==> config.mk <==
export PLATFORM = sky130hd
export DESIGN_NAME = multiply_divide_register_unit
export DESIGN_NICKNAME = d
export VERILOG_FILES = /design/src/hdl/mdru_pkg.sv /design/src/hdl/multiply_divide_register_unit.sv /design/src/hdl/mdru_arith.sv
export SDC_FILE = /design/constraint.sdc
export NUM_CORES = 1
export LEC_CHECK = 0
export ABC_AREA = 1
export BUFFER_PORTS_ARGS = -buffer_cell sky130_fd_sc_hd__buf_4
export CAP_MARGIN = 20
export CELL_PAD_IN_SITES_DETAIL_PLACEMENT = 2
export CELL_PAD_IN_SITES_GLOBAL_PLACEMENT = 2
export CORE_UTILIZATION = 34
export CTS_CLUSTER_DIAMETER = 200
export DETAILED_ROUTE_END_ITERATION = 12
export PLACE_DENSITY = 0.76
export SYNTH_ARGS = -nofsm -noshare
export SYNTH_HDL_FRONTEND = slang
export SYNTH_HIERARCHICAL = 1
export SYNTH_SLANG_ARGS = --single-unit
==> constraint.sdc <==
create_clock -name clk -period 2.84 [get_ports clk]
set_input_delay 0.426 -clock clk [delete_from_list [all_inputs] [get_ports clk]]
set_output_delay 0.426 -clock clk [all_outputs]
set_load 0.02 [all_outputs]
==> src/hdl/mdru_pkg.sv <==
// Shared types, register addresses and codes of the multiply/divide register unit.
`default_nettype none

package mdru_pkg;

    localparam logic CMD_WRITE = 1'b0;
    localparam logic CMD_READ  = 1'b1;

    localparam logic [15:0] ADDR_MUL_A    = 16'h4202;
    localparam logic [15:0] ADDR_MUL_B    = 16'h4203;
    localparam logic [15:0] ADDR_DVD_LO   = 16'h4204;
    localparam logic [15:0] ADDR_DVD_HI   = 16'h4205;
    localparam logic [15:0] ADDR_DIVISOR  = 16'h4206;
    localparam logic [15:0] ADDR_QUOT_LO  = 16'h4214;
    localparam logic [15:0] ADDR_QUOT_HI  = 16'h4215;
    localparam logic [15:0] ADDR_REM_LO   = 16'h4216;
    localparam logic [15:0] ADDR_REM_HI   = 16'h4217;
    localparam logic [15:0] ADDR_MTX_A    = 16'h211B;
    localparam logic [15:0] ADDR_MTX_B    = 16'h211C;
    localparam logic [15:0] ADDR_MTX_L0   = 16'h211D;
    localparam logic [15:0] ADDR_MTX_L1   = 16'h211E;
    localparam logic [15:0] ADDR_MTX_L2   = 16'h211F;
    localparam logic [15:0] ADDR_MTX_L3   = 16'h2120;
    localparam logic [15:0] ADDR_SPROD_LO = 16'h2134;
    localparam logic [15:0] ADDR_SPROD_MD = 16'h2135;
    localparam logic [15:0] ADDR_SPROD_HI = 16'h2136;

    localparam logic [15:0] QUOT_DIV_ZERO = 16'hFFFF;

    localparam logic [3:0] LAST_MUL_STEP = 4'd7;
    localparam logic [3:0] LAST_DIV_STEP = 4'd15;

    typedef enum logic [1:0] {
        OP_MUL_U = 2'd0,
        OP_MUL_S = 2'd1,
        OP_DIV   = 2'd2
    } arith_op_t;

    typedef struct packed {
        logic        cmd;
        logic [15:0] addr;
        logic [7:0]  wdata;
    } req_t;

    typedef struct packed {
        logic [7:0] rdata;
        logic       hit;
    } rsp_t;

    typedef struct packed {
        logic        start;
        arith_op_t   op;
        logic [15:0] a;
        logic [7:0]  b;
    } arith_ctl_t;

    typedef struct packed {
        logic        done;
        logic [23:0] prod;
        logic [15:0] quot;
        logic [7:0]  rem;
    } arith_res_t;

endpackage

`default_nettype wire

==> src/hdl/multiply_divide_register_unit.sv <==
// Multiply/divide register unit: bus access decode, result registers and response stage.
//
// Usage: one bus access per request transfer (cmd, addr, wdata); exactly one
// response transfer (rdata, hit) follows each request, in order.
// Reads and plain register writes answer in the cycle after the request transfer
// when the response register is free. Writes that start arithmetic run the
// shared bit-serial unit one bit per cycle: 8 steps for either multiply,
// 16 steps for the divide, then the done flag, the emit state and the response
// register follow. A divide by zero starts no arithmetic; it answers like a plain write.
// req_stall is high while an access is being worked on or its response waits
// for its slot; the unit takes one access at a time.
// A response held under rsp_stall stays unchanged; the next request is taken
// as soon as the unit is back in idle.
// Reset clears all result and operand registers to zero and empties the
// response register.
`default_nettype none

module multiply_divide_register_unit (
    input  wire            clk,
    input  wire            rst_n,
    input  wire            req_valid,
    output logic           req_stall,
    input  mdru_pkg::req_t req,
    output logic           rsp_valid,
    input  wire            rsp_stall,
    output mdru_pkg::rsp_t rsp
);
    import mdru_pkg::*;

    typedef enum logic [2:0] {
        ST_IDLE = 3'b001,
        ST_RUN  = 3'b010,
        ST_EMIT = 3'b100
    } state_t;

    state_t      state_reg, state_next;
    logic        rsp_valid_reg, rsp_valid_next;
    rsp_t        rsp_reg, rsp_next;
    rsp_t        hold_reg, hold_next;
    arith_op_t   pend_op_reg, pend_op_next;

    logic [7:0]  mul_a_reg, mul_a_next;
    logic [7:0]  dvd_lo_reg, dvd_lo_next;
    logic [7:0]  dvd_hi_reg, dvd_hi_next;
    logic [15:0] quot_reg, quot_next;
    logic [15:0] rop_reg, rop_next;
    logic [15:0] mtx_a_reg, mtx_a_next;
    logic [7:0]  latch_reg, latch_next;
    logic [23:0] sprod_reg, sprod_next;

    arith_ctl_t  actl;
    arith_res_t  ares;

    logic        accept;
    logic        out_free;
    rsp_t        dec;
    logic        needs_arith;

    mdru_arith u_arith (
        .clk   (clk),
        .rst_n (rst_n),
        .ctl   (actl),
        .res   (ares)
    );

    assign req_stall = (state_reg != ST_IDLE);
    assign accept    = req_valid && !req_stall;
    assign out_free  = !rsp_valid_reg || !rsp_stall;

    // access decode, plain register updates and arithmetic result capture
    always_comb
    begin
        dec         = '0;
        needs_arith = 1'b0;
        actl        = '0;
        mul_a_next  = mul_a_reg;
        dvd_lo_next = dvd_lo_reg;
        dvd_hi_next = dvd_hi_reg;
        quot_next   = quot_reg;
        rop_next    = rop_reg;
        mtx_a_next  = mtx_a_reg;
        latch_next  = latch_reg;
        sprod_next  = sprod_reg;
        if (accept)
        begin
            if (req.cmd == CMD_WRITE)
            begin
                case (req.addr)
                    ADDR_MUL_A:
                    begin
                        dec.hit    = 1'b1;
                        mul_a_next = req.wdata;
                    end
                    ADDR_MUL_B:
                    begin
                        dec.hit     = 1'b1;
                        needs_arith = 1'b1;
                        actl.op     = OP_MUL_U;
                        actl.a      = {8'd0, mul_a_reg};
                        actl.b      = req.wdata;
                    end
                    ADDR_DVD_LO:
                    begin
                        dec.hit     = 1'b1;
                        dvd_lo_next = req.wdata;
                    end
                    ADDR_DVD_HI:
                    begin
                        dec.hit     = 1'b1;
                        dvd_hi_next = req.wdata;
                    end
                    ADDR_DIVISOR:
                    begin
                        dec.hit = 1'b1;
                        if (req.wdata == 8'd0)
                        begin
                            quot_next = QUOT_DIV_ZERO;
                            rop_next  = {dvd_hi_reg, dvd_lo_reg};
                        end
                        else
                        begin
                            needs_arith = 1'b1;
                            actl.op     = OP_DIV;
                            actl.a      = {dvd_hi_reg, dvd_lo_reg};
                            actl.b      = req.wdata;
                        end
                    end
                    ADDR_MTX_A:
                    begin
                        dec.hit    = 1'b1;
                        mtx_a_next = {req.wdata, latch_reg};
                        latch_next = req.wdata;
                    end
                    ADDR_MTX_B:
                    begin
                        dec.hit     = 1'b1;
                        latch_next  = req.wdata;
                        needs_arith = 1'b1;
                        actl.op     = OP_MUL_S;
                        actl.a      = mtx_a_reg;
                        actl.b      = req.wdata;
                    end
                    ADDR_MTX_L0, ADDR_MTX_L1, ADDR_MTX_L2, ADDR_MTX_L3:
                    begin
                        dec.hit    = 1'b1;
                        latch_next = req.wdata;
                    end
                    default:
                    begin
                        dec.hit = 1'b0;
                    end
                endcase
            end
            else
            begin
                dec.hit = 1'b1;
                case (req.addr)
                    ADDR_QUOT_LO:  dec.rdata = quot_reg[7:0];
                    ADDR_QUOT_HI:  dec.rdata = quot_reg[15:8];
                    ADDR_REM_LO:   dec.rdata = rop_reg[7:0];
                    ADDR_REM_HI:   dec.rdata = rop_reg[15:8];
                    ADDR_SPROD_LO: dec.rdata = sprod_reg[7:0];
                    ADDR_SPROD_MD: dec.rdata = sprod_reg[15:8];
                    ADDR_SPROD_HI: dec.rdata = sprod_reg[23:16];
                    default:       dec.hit   = 1'b0;
                endcase
            end
        end
        actl.start = needs_arith;

        if (ares.done)
        begin
            case (pend_op_reg)
                OP_MUL_U: rop_next   = ares.prod[15:0];
                OP_MUL_S: sprod_next = ares.prod;
                OP_DIV:
                begin
                    quot_next = ares.quot;
                    rop_next  = {8'd0, ares.rem};
                end
                default:  rop_next   = rop_reg;
            endcase
        end
    end

    // sequencing and response register
    always_comb
    begin
        state_next     = state_reg;
        rsp_valid_next = rsp_valid_reg;
        rsp_next       = rsp_reg;
        hold_next      = hold_reg;
        pend_op_next   = pend_op_reg;
        if (out_free)
        begin
            rsp_valid_next = 1'b0;
        end
        case (state_reg)
            ST_IDLE:
            begin
                if (accept)
                begin
                    hold_next    = dec;
                    pend_op_next = actl.op;
                    if (needs_arith)
                    begin
                        state_next = ST_RUN;
                    end
                    else if (out_free)
                    begin
                        rsp_valid_next = 1'b1;
                        rsp_next       = dec;
                    end
                    else
                    begin
                        state_next = ST_EMIT;
                    end
                end
            end
            ST_RUN:
            begin
                if (ares.done)
                begin
                    state_next = ST_EMIT;
                end
            end
            ST_EMIT:
            begin
                if (out_free)
                begin
                    rsp_valid_next = 1'b1;
                    rsp_next       = hold_reg;
                    state_next     = ST_IDLE;
                end
            end
            default:
            begin
                state_next = ST_IDLE;
            end
        endcase
    end

    always_ff @(posedge clk or negedge rst_n)
    begin
        if (!rst_n)
        begin
            state_reg     <= ST_IDLE;
            rsp_valid_reg <= 1'b0;
            pend_op_reg   <= OP_MUL_U;
            mul_a_reg     <= 8'd0;
            dvd_lo_reg    <= 8'd0;
            dvd_hi_reg    <= 8'd0;
            quot_reg      <= 16'd0;
            rop_reg       <= 16'd0;
            mtx_a_reg     <= 16'd0;
            latch_reg     <= 8'd0;
            sprod_reg     <= 24'd0;
        end
        else
        begin
            state_reg     <= state_next;
            rsp_valid_reg <= rsp_valid_next;
            pend_op_reg   <= pend_op_next;
            mul_a_reg     <= mul_a_next;
            dvd_lo_reg    <= dvd_lo_next;
            dvd_hi_reg    <= dvd_hi_next;
            quot_reg      <= quot_next;
            rop_reg       <= rop_next;
            mtx_a_reg     <= mtx_a_next;
            latch_reg     <= latch_next;
            sprod_reg     <= sprod_next;
        end
    end

    always_ff @(posedge clk)
    begin
        rsp_reg  <= rsp_next;
        hold_reg <= hold_next;
    end

    assign rsp_valid = rsp_valid_reg;
    assign rsp       = rsp_reg;

    a_state_onehot: assert property (@(posedge clk) disable iff (!rst_n)
        $onehot(state_reg))
        else $error("state register not one-hot");

    a_done_in_run: assert property (@(posedge clk) disable iff (!rst_n)
        ares.done |-> (state_reg == ST_RUN))
        else $error("arithmetic finished outside a run");

    a_run_is_hit_write: assert property (@(posedge clk) disable iff (!rst_n)
        (state_reg == ST_RUN) |-> (hold_reg.hit && (hold_reg.rdata == 8'd0)))
        else $error("arithmetic running for a non-write response");

    a_emit_delivers: assert property (@(posedge clk) disable iff (!rst_n)
        ((state_reg == ST_EMIT) && out_free) |=> (rsp_valid && (state_reg == ST_IDLE)))
        else $error("held response not issued");

endmodule

`default_nettype wire

==> src/hdl/mdru_arith.sv <==
// Bit-serial shift-add multiplier and restoring divider shared by all operations.
`default_nettype none

module mdru_arith (
    input  wire                 clk,
    input  wire                 rst_n,
    input  mdru_pkg::arith_ctl_t ctl,
    output mdru_pkg::arith_res_t res
);
    import mdru_pkg::*;

    logic        busy_reg, busy_next;
    logic        done_reg, done_next;
    logic [3:0]  count_reg, count_next;
    arith_op_t   op_reg, op_next;
    logic [15:0] a_reg, a_next;
    logic [7:0]  b_reg, b_next;
    logic [17:0] hi_reg, hi_next;
    logic [15:0] lo_reg, lo_next;

    logic [17:0] aext;
    logic [17:0] addend;
    logic [17:0] msum;
    logic [8:0]  shifted;
    logic [9:0]  diff;
    logic        last;

    always_comb
    begin
        aext    = (op_reg == OP_MUL_S) ? {{2{a_reg[15]}}, a_reg} : {2'b00, a_reg};
        addend  = lo_reg[0] ? aext : 18'd0;
        // top multiplier bit carries negative weight for the signed form
        msum    = ((op_reg == OP_MUL_S) && (count_reg == LAST_MUL_STEP))
                  ? (hi_reg - addend) : (hi_reg + addend);
        shifted = {hi_reg[7:0], lo_reg[15]};
        diff    = {1'b0, shifted} - {2'b00, b_reg};
        last    = (op_reg == OP_DIV) ? (count_reg == LAST_DIV_STEP)
                                     : (count_reg == LAST_MUL_STEP);
    end

    always_comb
    begin
        busy_next  = busy_reg;
        done_next  = 1'b0;
        count_next = count_reg;
        op_next    = op_reg;
        a_next     = a_reg;
        b_next     = b_reg;
        hi_next    = hi_reg;
        lo_next    = lo_reg;
        if (ctl.start)
        begin
            busy_next  = 1'b1;
            count_next = 4'd0;
            op_next    = ctl.op;
            a_next     = ctl.a;
            b_next     = ctl.b;
            hi_next    = 18'd0;
            lo_next    = (ctl.op == OP_DIV) ? ctl.a : {8'd0, ctl.b};
        end
        else if (busy_reg)
        begin
            count_next = count_reg + 4'd1;
            if (op_reg == OP_DIV)
            begin
                if (!diff[9])
                begin
                    hi_next = {9'd0, diff[8:0]};
                    lo_next = {lo_reg[14:0], 1'b1};
                end
                else
                begin
                    hi_next = {9'd0, shifted};
                    lo_next = {lo_reg[14:0], 1'b0};
                end
            end
            else
            begin
                hi_next = {msum[17], msum[17:1]};
                lo_next = {8'd0, msum[0], lo_reg[7:1]};
            end
            if (last)
            begin
                busy_next = 1'b0;
                done_next = 1'b1;
            end
        end
    end

    always_ff @(posedge clk or negedge rst_n)
    begin
        if (!rst_n)
        begin
            busy_reg  <= 1'b0;
            done_reg  <= 1'b0;
            count_reg <= 4'd0;
            op_reg    <= OP_MUL_U;
        end
        else
        begin
            busy_reg  <= busy_next;
            done_reg  <= done_next;
            count_reg <= count_next;
            op_reg    <= op_next;
        end
    end

    always_ff @(posedge clk)
    begin
        a_reg  <= a_next;
        b_reg  <= b_next;
        hi_reg <= hi_next;
        lo_reg <= lo_next;
    end

    assign res.done = done_reg;
    assign res.prod = {hi_reg[15:0], lo_reg[7:0]};
    assign res.quot = lo_reg;
    assign res.rem  = hi_reg[7:0];

endmodule

`default_nettype wire
==> results.md, run 1 <==
Run status:
- The run finished, with violations left.
- The checks that failed: negative hold slack, negative setup slack.

Floorplanning:
- During I/O placement, the number of pins put on the boundary was 40.
- In this run the core area contains 67 standard-cell rows.
- From bottom edge to top edge, the die measures 187 um.
- The standard cell core area is 0.0336 sq mm.
- The width of the die is 187 um.
- The initial cell density of the core is 34.7%.
- The full die area is 0.0351 sq mm.

Critical path:
- The most critical setup path has its startpoint at u_arith/lo_reg[0].
- The number of cells on the critical path is 18.
- The critical path data required time is 3240 ps.
- Along the worst path, the maximum fanout reaches 8.
- The register-to-register setup slack is -330 ps.
- The startpoint-to-endpoint class of the critical path is reg2reg.
- The signal arrival time at the worst endpoint is 3560 ps.
- The critical path goes through buf_8, nand2_4, nand2_4, inv_2, nand4_1, nand3b_1, o21ai_1, xor2_1, inv_1, ha_4, a21oi_2, buf_4, nor2_1, nor2_1, o211ai_1, nand2_1, nand2_1, o21ai_1.
- The critical path ends at u_arith/hi_reg[14].
- The endpoint identified for the worst register-to-register timing path is u_arith/hi_reg[14].
- STA classifies the critical path startpoint as a register.
- On the worst path, the slowest cell contributes a delay of 480 ps.
- The slowest stage of the critical path belongs to the cell sky130_fd_sc_hd__edfxtp_1.
- STA classifies the critical path endpoint as a register.
- Counting cells, the worst reg-to-reg path comes to 18.
- The startpoint identified for the worst register-to-register timing path is u_arith/lo_reg[0].
- The combined buffer and inverter count along the critical path is 4.
- The cell family contributing the most delay on the critical path is simple AND/OR/NAND/NOR gates.

Pwr:
- In this run the static leakage power is 0.00678 uW.
- VDD sags by at most 0.482 mV.
- The cell area power density is 448 mW/mm^2.

Layout:
- The fraction of final layout cells sized beyond drive strength 1 is 22.8%.
- The net total in the final layout is 1716.
- The number of antenna diodes in the final layout is 0.
- After routing the design area is 0.0145 sq mm.
- The count of fill cells added during filler insertion is 3786.
- The area growth from synthesis to layout is 24.0%.
- The number of flip-flops in the largest register is 24.

Routing:
- The total DRC errors in the routed layout is 0.
- The post-detailed-route count of antenna-violating nets is 0.
- The number of detailed-routing iterations run before antenna repair is 4.
- Across all layers, the routed design uses 11500 vias.
- After detailed routing, the average wire length per cell comes to 23.0 um.
- After detailed routing, the met3 layer carries 2130 um of wire.
- After the first detailed-routing iteration, the DRC count stood at 740.
- The total wirelength of the detailed-routed design is 48600 um.
- The wire length on met1 is 20900 um.
- The per-cell via count in the routed design is 5.41.
- The top routing layer in use is met4.
- The met2 routed wirelength is 24300 um.

Clock tree:
- Clock tree synthesis inserted a total of 17 buffers.
- Clock-pin slew was measured on the worst setup and hold paths at 80 ps.
- The TritonCTS clock tree is yes.
- The level count of the clock H-tree is 4.
- The cell at the root of the clock tree is sky130_fd_sc_hd__clkbuf_16.
- The longest clock path from root to sink contains 2 buffers.
- For the worst-skew pair, the clock arrives at the later sink with an insertion delay of 470 ps.
- The total number of clock tree sinks is 193.

Timing:
- Hold timing on the final database bottoms out at a slack of -10.6 ps.
- The highest clock frequency the design can meet is 316 MHz.
- For the pin with the worst max-slew slack, the measured transition is 743 ps.
- The count of final hold-check violations is 3.
- The relative slew slack is 50.5%.
- The final-report setup violation count is 12.
- The final period utilization is 111%.
- The worst setup slack after layout is -326 ps.
- The worst-case clock skew is 19.2 ps.
- Setup repair after global routing could not meet its margin everywhere.
- The final-report max-slew violation count is 0.
- Counting I/O delays and the setup requirement, the final critical path takes 3170 ps.

Worst hold path:
- The class of the tightest hold or removal check is in2async.

Logic synthesis:
- Yosys mapped a number of flops with a built-in enable equal to 58.
- The register area share after synthesis is 43.1%.
- Counting flops with an async set or reset pin after synthesis yields a share of 61.1%.
- After synthesis, the netlist uses 50 different library cells.
- The number of cells produced by synthesis is 1543.
- The most frequently used flop master after synthesis is sky130_fd_sc_hd__dfrtp_1.
- After synthesis the cells add up to 0.0117 sq mm.
- In this run, synthesis produced a sequential element count of 193.
- The per-instance average area after synthesis is 7.56 sq um.
- The net count after synthesis is 1604.
- The yosys synthesis warning count is 6.

Placed design:
- The worst setup slack after placement is -274 ps.
- The placer's final routability congestion estimate is 0.884.
- The number of input and output port buffers inserted is 39.
- Once detailed placement completed, the half-perimeter wirelength came to 34400 um.
- The area after detailed placement is 0.0130 sq mm.

GRT:
- The first global-routing pass estimated 73300 um of wire.
- Global routing finished with a remaining overflow of 0.
- The pin count of the biggest net entering global routing is 54.
- The via count of the first global-routing pass is 12500.
- The number of antenna violations at the first check in global routing is 0.
- Global routing consumed, over all layers together, 27.5% of the routing resources.

Job:
- The tool flagged a number of max-cap violations equal to 0.
-- how the worst min path moves through the flow --
| stage | slack, ps | cells after the start | from | endpoint |
|---|---|---|---|---|
| finish | -10 | 1 | rst_n | state_reg[1] |
| global route | 40 | 1 | rst_n | state_reg[1] |
| CTS | 40 | 1 | rst_n | rop_reg[15] |
| detailed placement | 470 | 2 | latch_reg[4] | latch_reg[4] |
| global placement | 460 | 2 | latch_reg[2] | latch_reg[2] |
| floorplan | 130 | 0 | rst_n | dvd_hi_reg[0] |
-- power by group --
| group | switching, uW | leakage, uW | internal (uW) | total [uW] |
|---|---|---|---|---|
| combinational | 527 | 0.00425 | 278 | 805 |
| clock | 1290 | 0.000293 | 1260 | 2550 |
| sequential | 81.9 | 0.00224 | 3030 | 3120 |
| total | 1900 | 0.00678 | 4570 | 6480 |
-- worst reg2reg max path, stage by stage (launching register included) --
cell,delay (ps)
sky130_fd_sc_hd__edfxtp_1,480
sky130_fd_sc_hd__buf_8,210
sky130_fd_sc_hd__nand2_4,90
sky130_fd_sc_hd__nand2_4,70
sky130_fd_sc_hd__inv_2,80
sky130_fd_sc_hd__nand4_1,160
sky130_fd_sc_hd__nand3b_1,260
sky130_fd_sc_hd__o21ai_1,200
sky130_fd_sc_hd__xor2_1,180
sky130_fd_sc_hd__inv_1,100
sky130_fd_sc_hd__ha_4,270
sky130_fd_sc_hd__a21oi_2,200
sky130_fd_sc_hd__buf_4,150
sky130_fd_sc_hd__nor2_1,50
sky130_fd_sc_hd__nor2_1,120
sky130_fd_sc_hd__o211ai_1,170
sky130_fd_sc_hd__nand2_1,130
sky130_fd_sc_hd__nand2_1,60
sky130_fd_sc_hd__o21ai_1,150
-- metrics by stage --
stage | hold WS (ps) | power (uW) | std cells | utilization (%) | TNS (ps)
after floorplan | 130 | 3560 | 1543 | - | 0
after global placement | 463 | 3910 | 2066 | 38.6 | -151
after detailed placement | 473 | 3960 | 2066 | 38.6 | -1780
after CTS | 39.7 | 6500 | 2103 | 41.7 | -202
after global routing | 38.5 | 6710 | 2116 | 43.0 | -3430
final | -10.6 | 6480 | 2116 | 43.0 | -1730
-- metal layers --
metal | global-route usage, % | vias to the layer above
li1 | - | 5259
met1 | 34.6 | 5865
met2 | 47.2 | 257
met3 | 4.45 | 77
met4 | 9.80 | 0
met5 | 0 | -
-- area by class of cell --
cell class	count	area [sq um]	area share, %
clock inverters	12	113	0.778
repair buffers	167	1370	9.44
inverters	184	703	4.86
multi-input cells	1092	6210	42.9
flip-flops and latches	193	5040	34.8
clock buffers	20	478	3.30
well taps	448	561	3.87
-- cell families after synthesis --
kind of cell	count (synthesis)	share of synthesized area [%]
muxes	8	0.772
buffers and inverters	258	9.88
DFF	193	43.1
AOI/OAI and AO/OA	288	13.6
xor gates and xnor gates	22	1.65
and+or+nand+nor	742	27.4
adders and majority gates	32	3.56
-- cell usage in the layout, fill, tap and decap left out, types with 10 or more instances in the layout --
cell type,Yosys,routed
sky130_fd_sc_hd__nor2_1,195,181
sky130_fd_sc_hd__nor2_2,5,11
sky130_fd_sc_hd__nand3_1,105,95
sky130_fd_sc_hd__ha_4,0,14
sky130_fd_sc_hd__buf_4,34,152
sky130_fd_sc_hd__nand2_4,8,20
sky130_fd_sc_hd__a21oi_2,1,14
sky130_fd_sc_hd__inv_2,5,12
sky130_fd_sc_hd__clkbuf_16,0,18
sky130_fd_sc_hd__edfxtp_1,58,58
sky130_fd_sc_hd__o21ai_0,130,112
sky130_fd_sc_hd__nor2_4,5,13
sky130_fd_sc_hd__nand3_2,2,10
sky130_fd_sc_hd__dfxtp_1,17,17
sky130_fd_sc_hd__a21oi_1,70,53
sky130_fd_sc_hd__nand2_2,13,34
sky130_fd_sc_hd__o21ai_1,9,18
sky130_fd_sc_hd__inv_1,173,164
sky130_fd_sc_hd__nand2_1,373,338
sky130_fd_sc_hd__o22ai_1,23,23
sky130_fd_sc_hd__a31oi_1,30,28
sky130_fd_sc_hd__xor2_1,17,16
sky130_fd_sc_hd__ha_1,30,15
sky130_fd_sc_hd__dfrtp_1,117,117
sky130_fd_sc_hd__nand4_1,14,14
-- cells in the mapped netlist (6+ instances only) --
master	count	area (sq um)
sky130_fd_sc_hd__nand2_1	373	1400
sky130_fd_sc_hd__nor2_1	195	732
sky130_fd_sc_hd__inv_1	173	649
sky130_fd_sc_hd__o21ai_0	130	651
sky130_fd_sc_hd__dfrtp_1	117	2930
sky130_fd_sc_hd__nand3_1	105	526
sky130_fd_sc_hd__a21oi_1	70	350
sky130_fd_sc_hd__edfxtp_1	58	1740
sky130_fd_sc_hd__buf_4	34	255
sky130_fd_sc_hd__a31oi_1	30	188
sky130_fd_sc_hd__ha_1	30	375
sky130_fd_sc_hd__clkbuf_1	25	93.8
sky130_fd_sc_hd__o22ai_1	23	144
sky130_fd_sc_hd__dfxtp_1	17	340
sky130_fd_sc_hd__xor2_1	17	149
sky130_fd_sc_hd__nand4_1	14	87.6
sky130_fd_sc_hd__nand2_2	13	81.3
sky130_fd_sc_hd__buf_2	11	55.1
sky130_fd_sc_hd__nor3_1	10	50.1
sky130_fd_sc_hd__o21ai_1	9	45.0
sky130_fd_sc_hd__a32oi_1	8	70.1
sky130_fd_sc_hd__mux2_2	8	90.1
sky130_fd_sc_hd__nand2_4	8	90.1
sky130_fd_sc_hd__o21bai_1	8	60.1
sky130_fd_sc_hd__o211ai_1	6	45.0
-- repair_timing --
item / 4_1_cts / 5_1_grt
endpoints found under the hold margin: 0 / 0
hold buffers: 0 / 0
resized for setup: 108 / 89
setup buffers: 5 / 14
pin swaps: 44 / 48
setup endpoints to repair: 13 / 14
(Power assumes the default switching activity.)
==> run 2: changes to the inputs <==
PLACE_DENSITY = 0.81   (was 0.76)
==> results.md, run 2 (synthesis gave the netlist of run 1 again) <==
Run status:
- The run finished, with violations left.
- The final reports fail on negative setup slack.

Critical path:
- The largest fanout on the critical path is 7 (-1).
- The critical path goes through ha_2, nand2_2, nor3_4, buf_6, buf_4, nor2_1, xor2_1, ha_1, buf_4, nand2_1, nor2_2, nand3_1, nand3_1, or2_2, nand3_1, nand2_1, nor2_1, nor2_1.
- The startpoint-to-endpoint class of the critical path is reg2reg.
- The startpoint class of the critical path is a register.
- The signal arrival time at the worst endpoint came to 3370 ps (-190 ps).
- The slowest stage of the critical path is the sky130_fd_sc_hd__dfrtp_1 cell.
- The critical path data required time is 3180 ps (-60 ps).
- The highest cell delay on the worst timing path is 410 ps (-70 ps).
- The kind of end point of the critical path is a register.

Timing:
- The count of final hold-check violations is 0 (-3).
- The aggregate negative setup slack was -1440 ps (+290 ps).
- Setup repair after global routing could not meet its margin everywhere.
- The final critical-path required period is 3020 ps (-144 ps).
- The worst-margin pin slew is 943 ps (+200 ps).
- The final-report setup violation count is 14 (+2).
- The highest clock frequency the design can meet came to 331 MHz (+4.8%).
- The worst-case clock skew came to 19.0 ps (-0.216 ps).
- The final-report max-slew violation count is 0 (unchanged).
- The worst setup slack after layout is -183 ps (+144 ps).
- The final period utilization is 106% (-5.1 points).
- The relative slew slack is 36.9% (-14 points).

Layout:
- In the layout the commonest cells are sky130_fd_sc_hd__nand2_1 (348), sky130_fd_sc_hd__nor2_1 (184), sky130_fd_sc_hd__inv_1 (166).
- The net total in the final layout was 1703 (-0.76%).
- The count of fill cells added during filler insertion is 3820 (+0.90%).
- The antenna diode count is 0 (unchanged).
- The number of flip-flops in the largest register is 24 (unchanged).
- The area growth from synthesis to layout is 20.2%.
- The fraction of final layout cells sized beyond drive strength 1 is 20.4% (-2.4 points).
- The post-route cell area is 0.0140 sq mm (-3.0%).
- The library cell used most frequently in the layout, excluding fill and tap cells, is sky130_fd_sc_hd__nand2_1.

Clock tree:
- The insertion delay of the later-clocked pin in the worst-skew pair is 470 ps (about the same).
- The total number of clock tree sinks is 193 (unchanged).
- The level count of the clock H-tree is 4 (unchanged).
- The number of buffers created by CTS came to 17 (unchanged).
- The cell at the root of the clock tree is sky130_fd_sc_hd__clkbuf_16.
- The clock-pin slew reported for the worst setup and hold paths after clock tree synthesis is 80 ps (about the same).
- The deepest clock path buffer count is 2 (unchanged).
- TritonCTS built the clock tree.

Pwr:
- The proportion of total power due to net switching is 29.3% (-0.049 points).
- The cell area power density was 459 mW/mm^2 (+2.5%).
- The part of the total power dissipated in combinational logic is 12.5% (about the same).
- The worst ir drop on vdd was 0.512 mV (+6.3%).
- The switching power summed over all nets is 1890 uW (-0.78%).
- The leakage power is 0.00665 uW (-2.0%).
- The clock share of power is 38.8% (-0.6 points).
- The power share of the sequential group came to 48.7% (+0.6 points).
- The internal power consumption is 4550 uW (-0.54%).

Floorplanning:
- The full die area is 0.0351 sq mm (unchanged).
- The standard cell core area is 0.0336 sq mm (unchanged).
- The row count came to 67 (unchanged).
- The die height is 187 um (unchanged).
- The width of the die is 187 um (unchanged).
- The I/O pin count is 40 (unchanged).
- The initial cell density of the core is 34.7% (unchanged).

Routing:
- The number of DRC markers after the initial detailed-route iteration was 660 (-11%).
- The number of detailed-routing iterations run before antenna repair came to 5 (+1).
- The average wire per standard cell is 23.8 um (+3.7%).
- The total wirelength of the detailed-routed design came to 50100 um (+3.0%).
- The per-cell via count in the routed design is 5.50 (+1.7%).
- The post-detailed-route count of antenna-violating nets is 0 (unchanged).
- The total DRC errors in the routed layout was 0 (unchanged).
- The count of vias placed by the detailed router is 11600 (+1.0%).

GRT:
- The global-route wire length before repair is 76100 um (+3.8%).
- The fraction of met1 tracks used by global routing is 34.4% (-0.24 points).
- The combined global-route utilization of all metal layers was 28.3% (+0.82 points).
- The met3 track demand over resource is 4.02% (-0.43 points).
- The overall overflow remaining after global route was 0 (unchanged).
- The number of antenna violations at the first check in global routing is 0 (unchanged).
- The via count of the first global-routing pass is 12900 (+3.4%).
- The met2 layer usage reported by global route came to 50.3% (+3.1 points).
- The layer flagged by global routing as most heavily used is met2.
- The pin count of the biggest net entering global routing came to 55 (+1.9%).

Placed design:
- The post-DP HPWL is 35900 um (+4.3%).
- The area after detailed placement is 0.0128 sq mm (-0.93%).
- The number of input and output port buffers inserted is 39 (unchanged).
- The placer's final routability congestion estimate is 0.863 (-2.4%).

Job:
- The number of maximum-capacitance violations was 0 (unchanged).

Worst hold path:
- The class of the tightest hold or removal check is in2reg.
run 2: changes by cell type in the layout (fill, tap and decap cells not counted), sizes merged:
cell         change
bufinv           +1
clkinv           +3
buf             -14
dlygate4sd3      +1
clkbuf           -3
inv              -1
run 2: worst paths after layout:
check                      slack, ps              endpoint  cells past startpoint                  from
hold / removal                   260             rsp_valid                      3             rsp_stall
setup / recovery                -180     u_arith/hi_reg[8]                     18  u_arith/count_reg[0]
hold reg to reg                  490         mtx_a_reg[11]                      2         mtx_a_reg[11]
max in group asynchronous       1480          state_reg[0]                      3                 rst_n
min in group asynchronous        450  u_arith/count_reg[1]                      2                 rst_n
setup reg to reg                -180     u_arith/hi_reg[8]                     18  u_arith/count_reg[0]
run 2: power by group through the flow:
stage          combinational, uW  clock [uW]  sequential, uW
6_report                     805        2500            3130
5_1_grt                      881        2600            3140
4_1_cts                      803        2520            3130
3_5_place_dp                 790           0            3190
3_3_place_gp                 737           0            3160
2_1_floorplan                333           0            3230
run 2: final cells by class:
cell class,count,area [sq um],share of cell area (%)
Clock buffer,17,425,3.03
Clock inverter,15,153,1.09
Inverter,184,701,4.99
Multi-Input combinational cell,1092,5950,42.4
Sequential cell,193,5040,35.9
Tap cell,448,561,4.00
Timing Repair Buffer,154,1200,8.57
run 2: metrics by stage:
| stage | util (%) | setup WS [ps] | power, uW | cells | hold slack [ps] |
|---|---|---|---|---|---|
| 2_1_floorplan | - | 18.3 | 3560 | 1543 | 130 |
| 3_3_place_gp | 38.2 | -53.7 | 3900 | 2055 | 413 |
| 3_5_place_dp | 38.2 | -345 | 3980 | 2055 | 410 |
| 4_1_cts | 41.0 | -75.4 | 6460 | 2091 | 240 |
| 5_1_grt | 41.7 | -329 | 6630 | 2103 | 286 |
| 6_report | 41.7 | -183 | 6440 | 2103 | 256 |
run 2: timing repair:
action,CTS,global route
pin swaps,22,32
buffers inserted,3,11
endpoints found under the hold margin,29,0
endpoints found under the setup margin,13,14
gates resized for setup,77,50
hold buffers,1,0
run 2: critical path, delay by kind of cell, from the launching register on:
family | cells | cell delay [ps]
AND/OR/NAND/NOR | 12 | 1270
adder cells (fa/ha/maj) | 2 | 520
flip-flops | 1 | 410
buffers and inverters | 3 | 460
XOR/XNOR | 1 | 230
run 2: layer usage:
layer	share of wire, %	wire length [um]
met1	41	20600
met2	51	25500
met3	4.0	2000
met4	4.0	2010
met5	0	0
==> run 3: changes to the inputs <==
TNS_END_PERCENT = 30   (was unset)
==> results.md, run 3 (synthesis gave the netlist of run 1 again) <==
Layout:
- The top cell types in the final layout, fill and taps aside, are sky130_fd_sc_hd__nand2_1 (353), sky130_fd_sc_hd__nor2_1 (186), sky130_fd_sc_hd__inv_1 (168).
- The fraction of final layout cells sized beyond drive strength 1 came to 19.3% (-1.2 points).
- The count of fill cells added during filler insertion is 3845 (+0.65%).
- The count of non-filler cells in the finished layout is 2098 (-0.24%).
- The most common library cell in the layout ignoring fill and taps is sky130_fd_sc_hd__nand2_1.
- The antenna diode count came to 0 (unchanged).
- The number of flip-flops in the largest register is 24 (unchanged).
- The net total in the final layout is 1698 (-0.29%).
- Relative to the synthesized area, the layout overhead comes to 19.4%.

Clock tree:
- The level count of the clock H-tree is 4 (unchanged).
- The TritonCTS clock tree is yes.
- The number of buffers created by CTS was 17 (unchanged).
- The deepest clock path buffer count is 2 (unchanged).
- The clock-pin slew reported for the worst setup and hold paths after clock tree synthesis came to 80 ps (about the same).
- The insertion delay of the later-clocked pin in the worst-skew pair is 470 ps (about the same).
- The cell sitting at the root of the clock tree is a sky130_fd_sc_hd__clkbuf_16.
- The total number of clock tree sinks is 193 (unchanged).

Floorplanning:
- The initial cell density of the core came to 34.7% (unchanged).
- The die height is 187 um (unchanged).
- The row count is 67 (unchanged).
- The standard cell core area came to 0.0336 sq mm (unchanged).
- The I/O pin count is 40 (unchanged).
- The full die area is 0.0351 sq mm (unchanged).
- The width of the die is 187 um (unchanged).

Timing:
- The worst-case hold slack is 253 ps (-2.97 ps).
- Setup repair after global routing could not meet its margin everywhere.
- The final period utilization is 107% (+0.83 points).
- The final-report setup violation count is 10 (-4).
- The count of final hold-check violations is 0 (unchanged).
- The aggregate negative setup slack is -1060 ps (+373 ps).
- The worst-case clock skew is 20.2 ps (+1.20 ps).
- The worst setup slack after layout came to -206 ps (-23.6 ps).
- The final critical-path required period was 3050 ps (+23.6 ps).
- The final-report max-slew violation count came to 0 (unchanged).
- The highest clock frequency the design can meet was 328 MHz (-0.77%).
- The relative slew slack is 36.8% (-0.18 points).
- The worst-margin pin slew came to 945 ps (+2.73 ps).

GRT:
- The pin count of the biggest net entering global routing is 55 (unchanged).
- The via count of the first global-routing pass is 12900 (-0.039%).
- The overall overflow remaining after global route was 0 (unchanged).
- The combined global-route utilization of all metal layers is 28.3% (unchanged).
- The global-route wire length before repair came to 76000 um (about the same).
- The number of antenna violations at the first check in global routing was 0 (unchanged).

Placed design:
- The number of input and output port buffers inserted is 39 (unchanged).
- The post-DP HPWL is 35900 um (unchanged).
- The placer's final routability congestion estimate was 0.863 (unchanged).
- The cell total after placement is 2055 (unchanged).

Pwr:
- The worst ir drop on vdd was 0.460 mV (-10%).
- The cell area power density is 461 mW/mm^2 (+0.41%).
- The leakage power is 0.00661 uW (-0.51%).

Critical path:
- The signal arrival time at the worst endpoint was 3390 ps (+20 ps).
- STA classifies the critical path startpoint as a register.
- The register-to-register setup slack came to -210 ps (-20 ps).
- The largest fanout on the critical path was 8 (+1).
- The worst setup path is captured at a register.
- The startpoint-to-endpoint class of the critical path is reg2reg.
- The critical path data required time came to 3180 ps (about the same).

Routing:
- The total DRC errors in the routed layout is 0 (unchanged).
- The count of vias placed by the detailed router is 11500 (-0.37%).
- The per-cell via count in the routed design is 5.50 (-0.13%).
- The post-detailed-route count of antenna-violating nets is 0 (unchanged).
- The number of DRC markers after the initial detailed-route iteration is 708 (+7.3%).
- The average wire per standard cell is 23.2 um (-2.5%).
- The total wirelength of the detailed-routed design is 48700 um (-2.7%).
- The number of detailed-routing iterations run before antenna repair is 5 (unchanged).

Worst hold path:
- The path class of the tightest hold or removal check is in2reg.

Job:
- The number of maximum-capacitance violations came to 0 (unchanged).

Run status:
- The run finished, with violations left.
- The final reports fail on negative setup slack.
run 3: report_power, final:
| group | internal (uW) | leakage, uW | switching [uW] | total (uW) |
|---|---|---|---|---|
| clock network | 1240 | 0.000288 | 1250 | 2490 |
| registers | 3040 | 0.00224 | 94.6 | 3130 |
| logic | 270 | 0.00409 | 529 | 799 |
run 3: repair_timing:
action | in CTS | in global routing
resized for setup | 77 | 29
setup endpoints to repair | 13 | 14
pin swaps | 21 | 24
hold buffers | 1 | 0
hold endpoints to repair | 29 | 0
buffers inserted | 3 | 6
run 3: worst max-delay path: stages, from the launching register on:
cell,delay [ps]
sky130_fd_sc_hd__dfrtp_1,380
sky130_fd_sc_hd__ha_2,210
sky130_fd_sc_hd__nand2_2,80
sky130_fd_sc_hd__nor3_4,170
sky130_fd_sc_hd__buf_6,170
sky130_fd_sc_hd__inv_4,60
sky130_fd_sc_hd__nand2_1,110
sky130_fd_sc_hd__xor2_1,210
sky130_fd_sc_hd__inv_1,100
sky130_fd_sc_hd__ha_4,290
sky130_fd_sc_hd__nand2_1,100
sky130_fd_sc_hd__nor2_1,240
sky130_fd_sc_hd__nand3_1,120
sky130_fd_sc_hd__nand3_1,130
sky130_fd_sc_hd__buf_4,160
sky130_fd_sc_hd__nand2_1,80
sky130_fd_sc_hd__a31oi_1,190
sky130_fd_sc_hd__o21ai_0,120
run 3: layer usage:
| metal | up-vias | global-route usage [%] | share of wire, % |
|---|---|---|---|
| met4 | 0 | 10.8 | 3.4 |
| met3 | 89 | 4.02 | 3.8 |
| met1 | 5941 | 34.4 | 42 |
| li1 | 5224 | - | - |
| met2 | 280 | 50.3 | 51 |
| met5 | - | 0 | 0 |
run 3: stage by stage:
step / setup WS, ps / instance area (sq um) / power [uW] / utilization (%)
after floorplan: 18.3 / 11700 / 3560 / -
after global placement: -53.7 / 12800 / 3900 / 38.2
after detailed placement: -345 / 12800 / 3980 / 38.2
after CTS: -75.4 / 13800 / 6460 / 41.0
after global routing: -316 / 13900 / 6620 / 41.4
final: -206 / 13900 / 6420 / 41.4
run 3: final cells by class:
class	count	area, sq um	area share [%]
Inverter	184	701	5.03
Clock buffer	17	425	3.05
Sequential cell	193	5040	36.1
Clock inverter	15	153	1.10
Timing Repair Buffer	149	1160	8.33
Multi-Input combinational cell	1092	5900	42.3
Tap cell	448	561	4.02
run 3: path summary, 6_finish.rpt:
check | from | to | cells past startpoint
worst min-delay path | rsp_stall | rsp_valid | 3
worst min register to register | mtx_a_reg[11] | mtx_a_reg[11] | 2
worst max-delay path | u_arith/count_reg[0] | u_arith/hi_reg[12] | 17
max in group asynchronous | rst_n | state_reg[0] | 3
worst max register to register | u_arith/count_reg[0] | u_arith/hi_reg[12] | 17
min in group asynchronous | rst_n | u_arith/count_reg[1] | 2
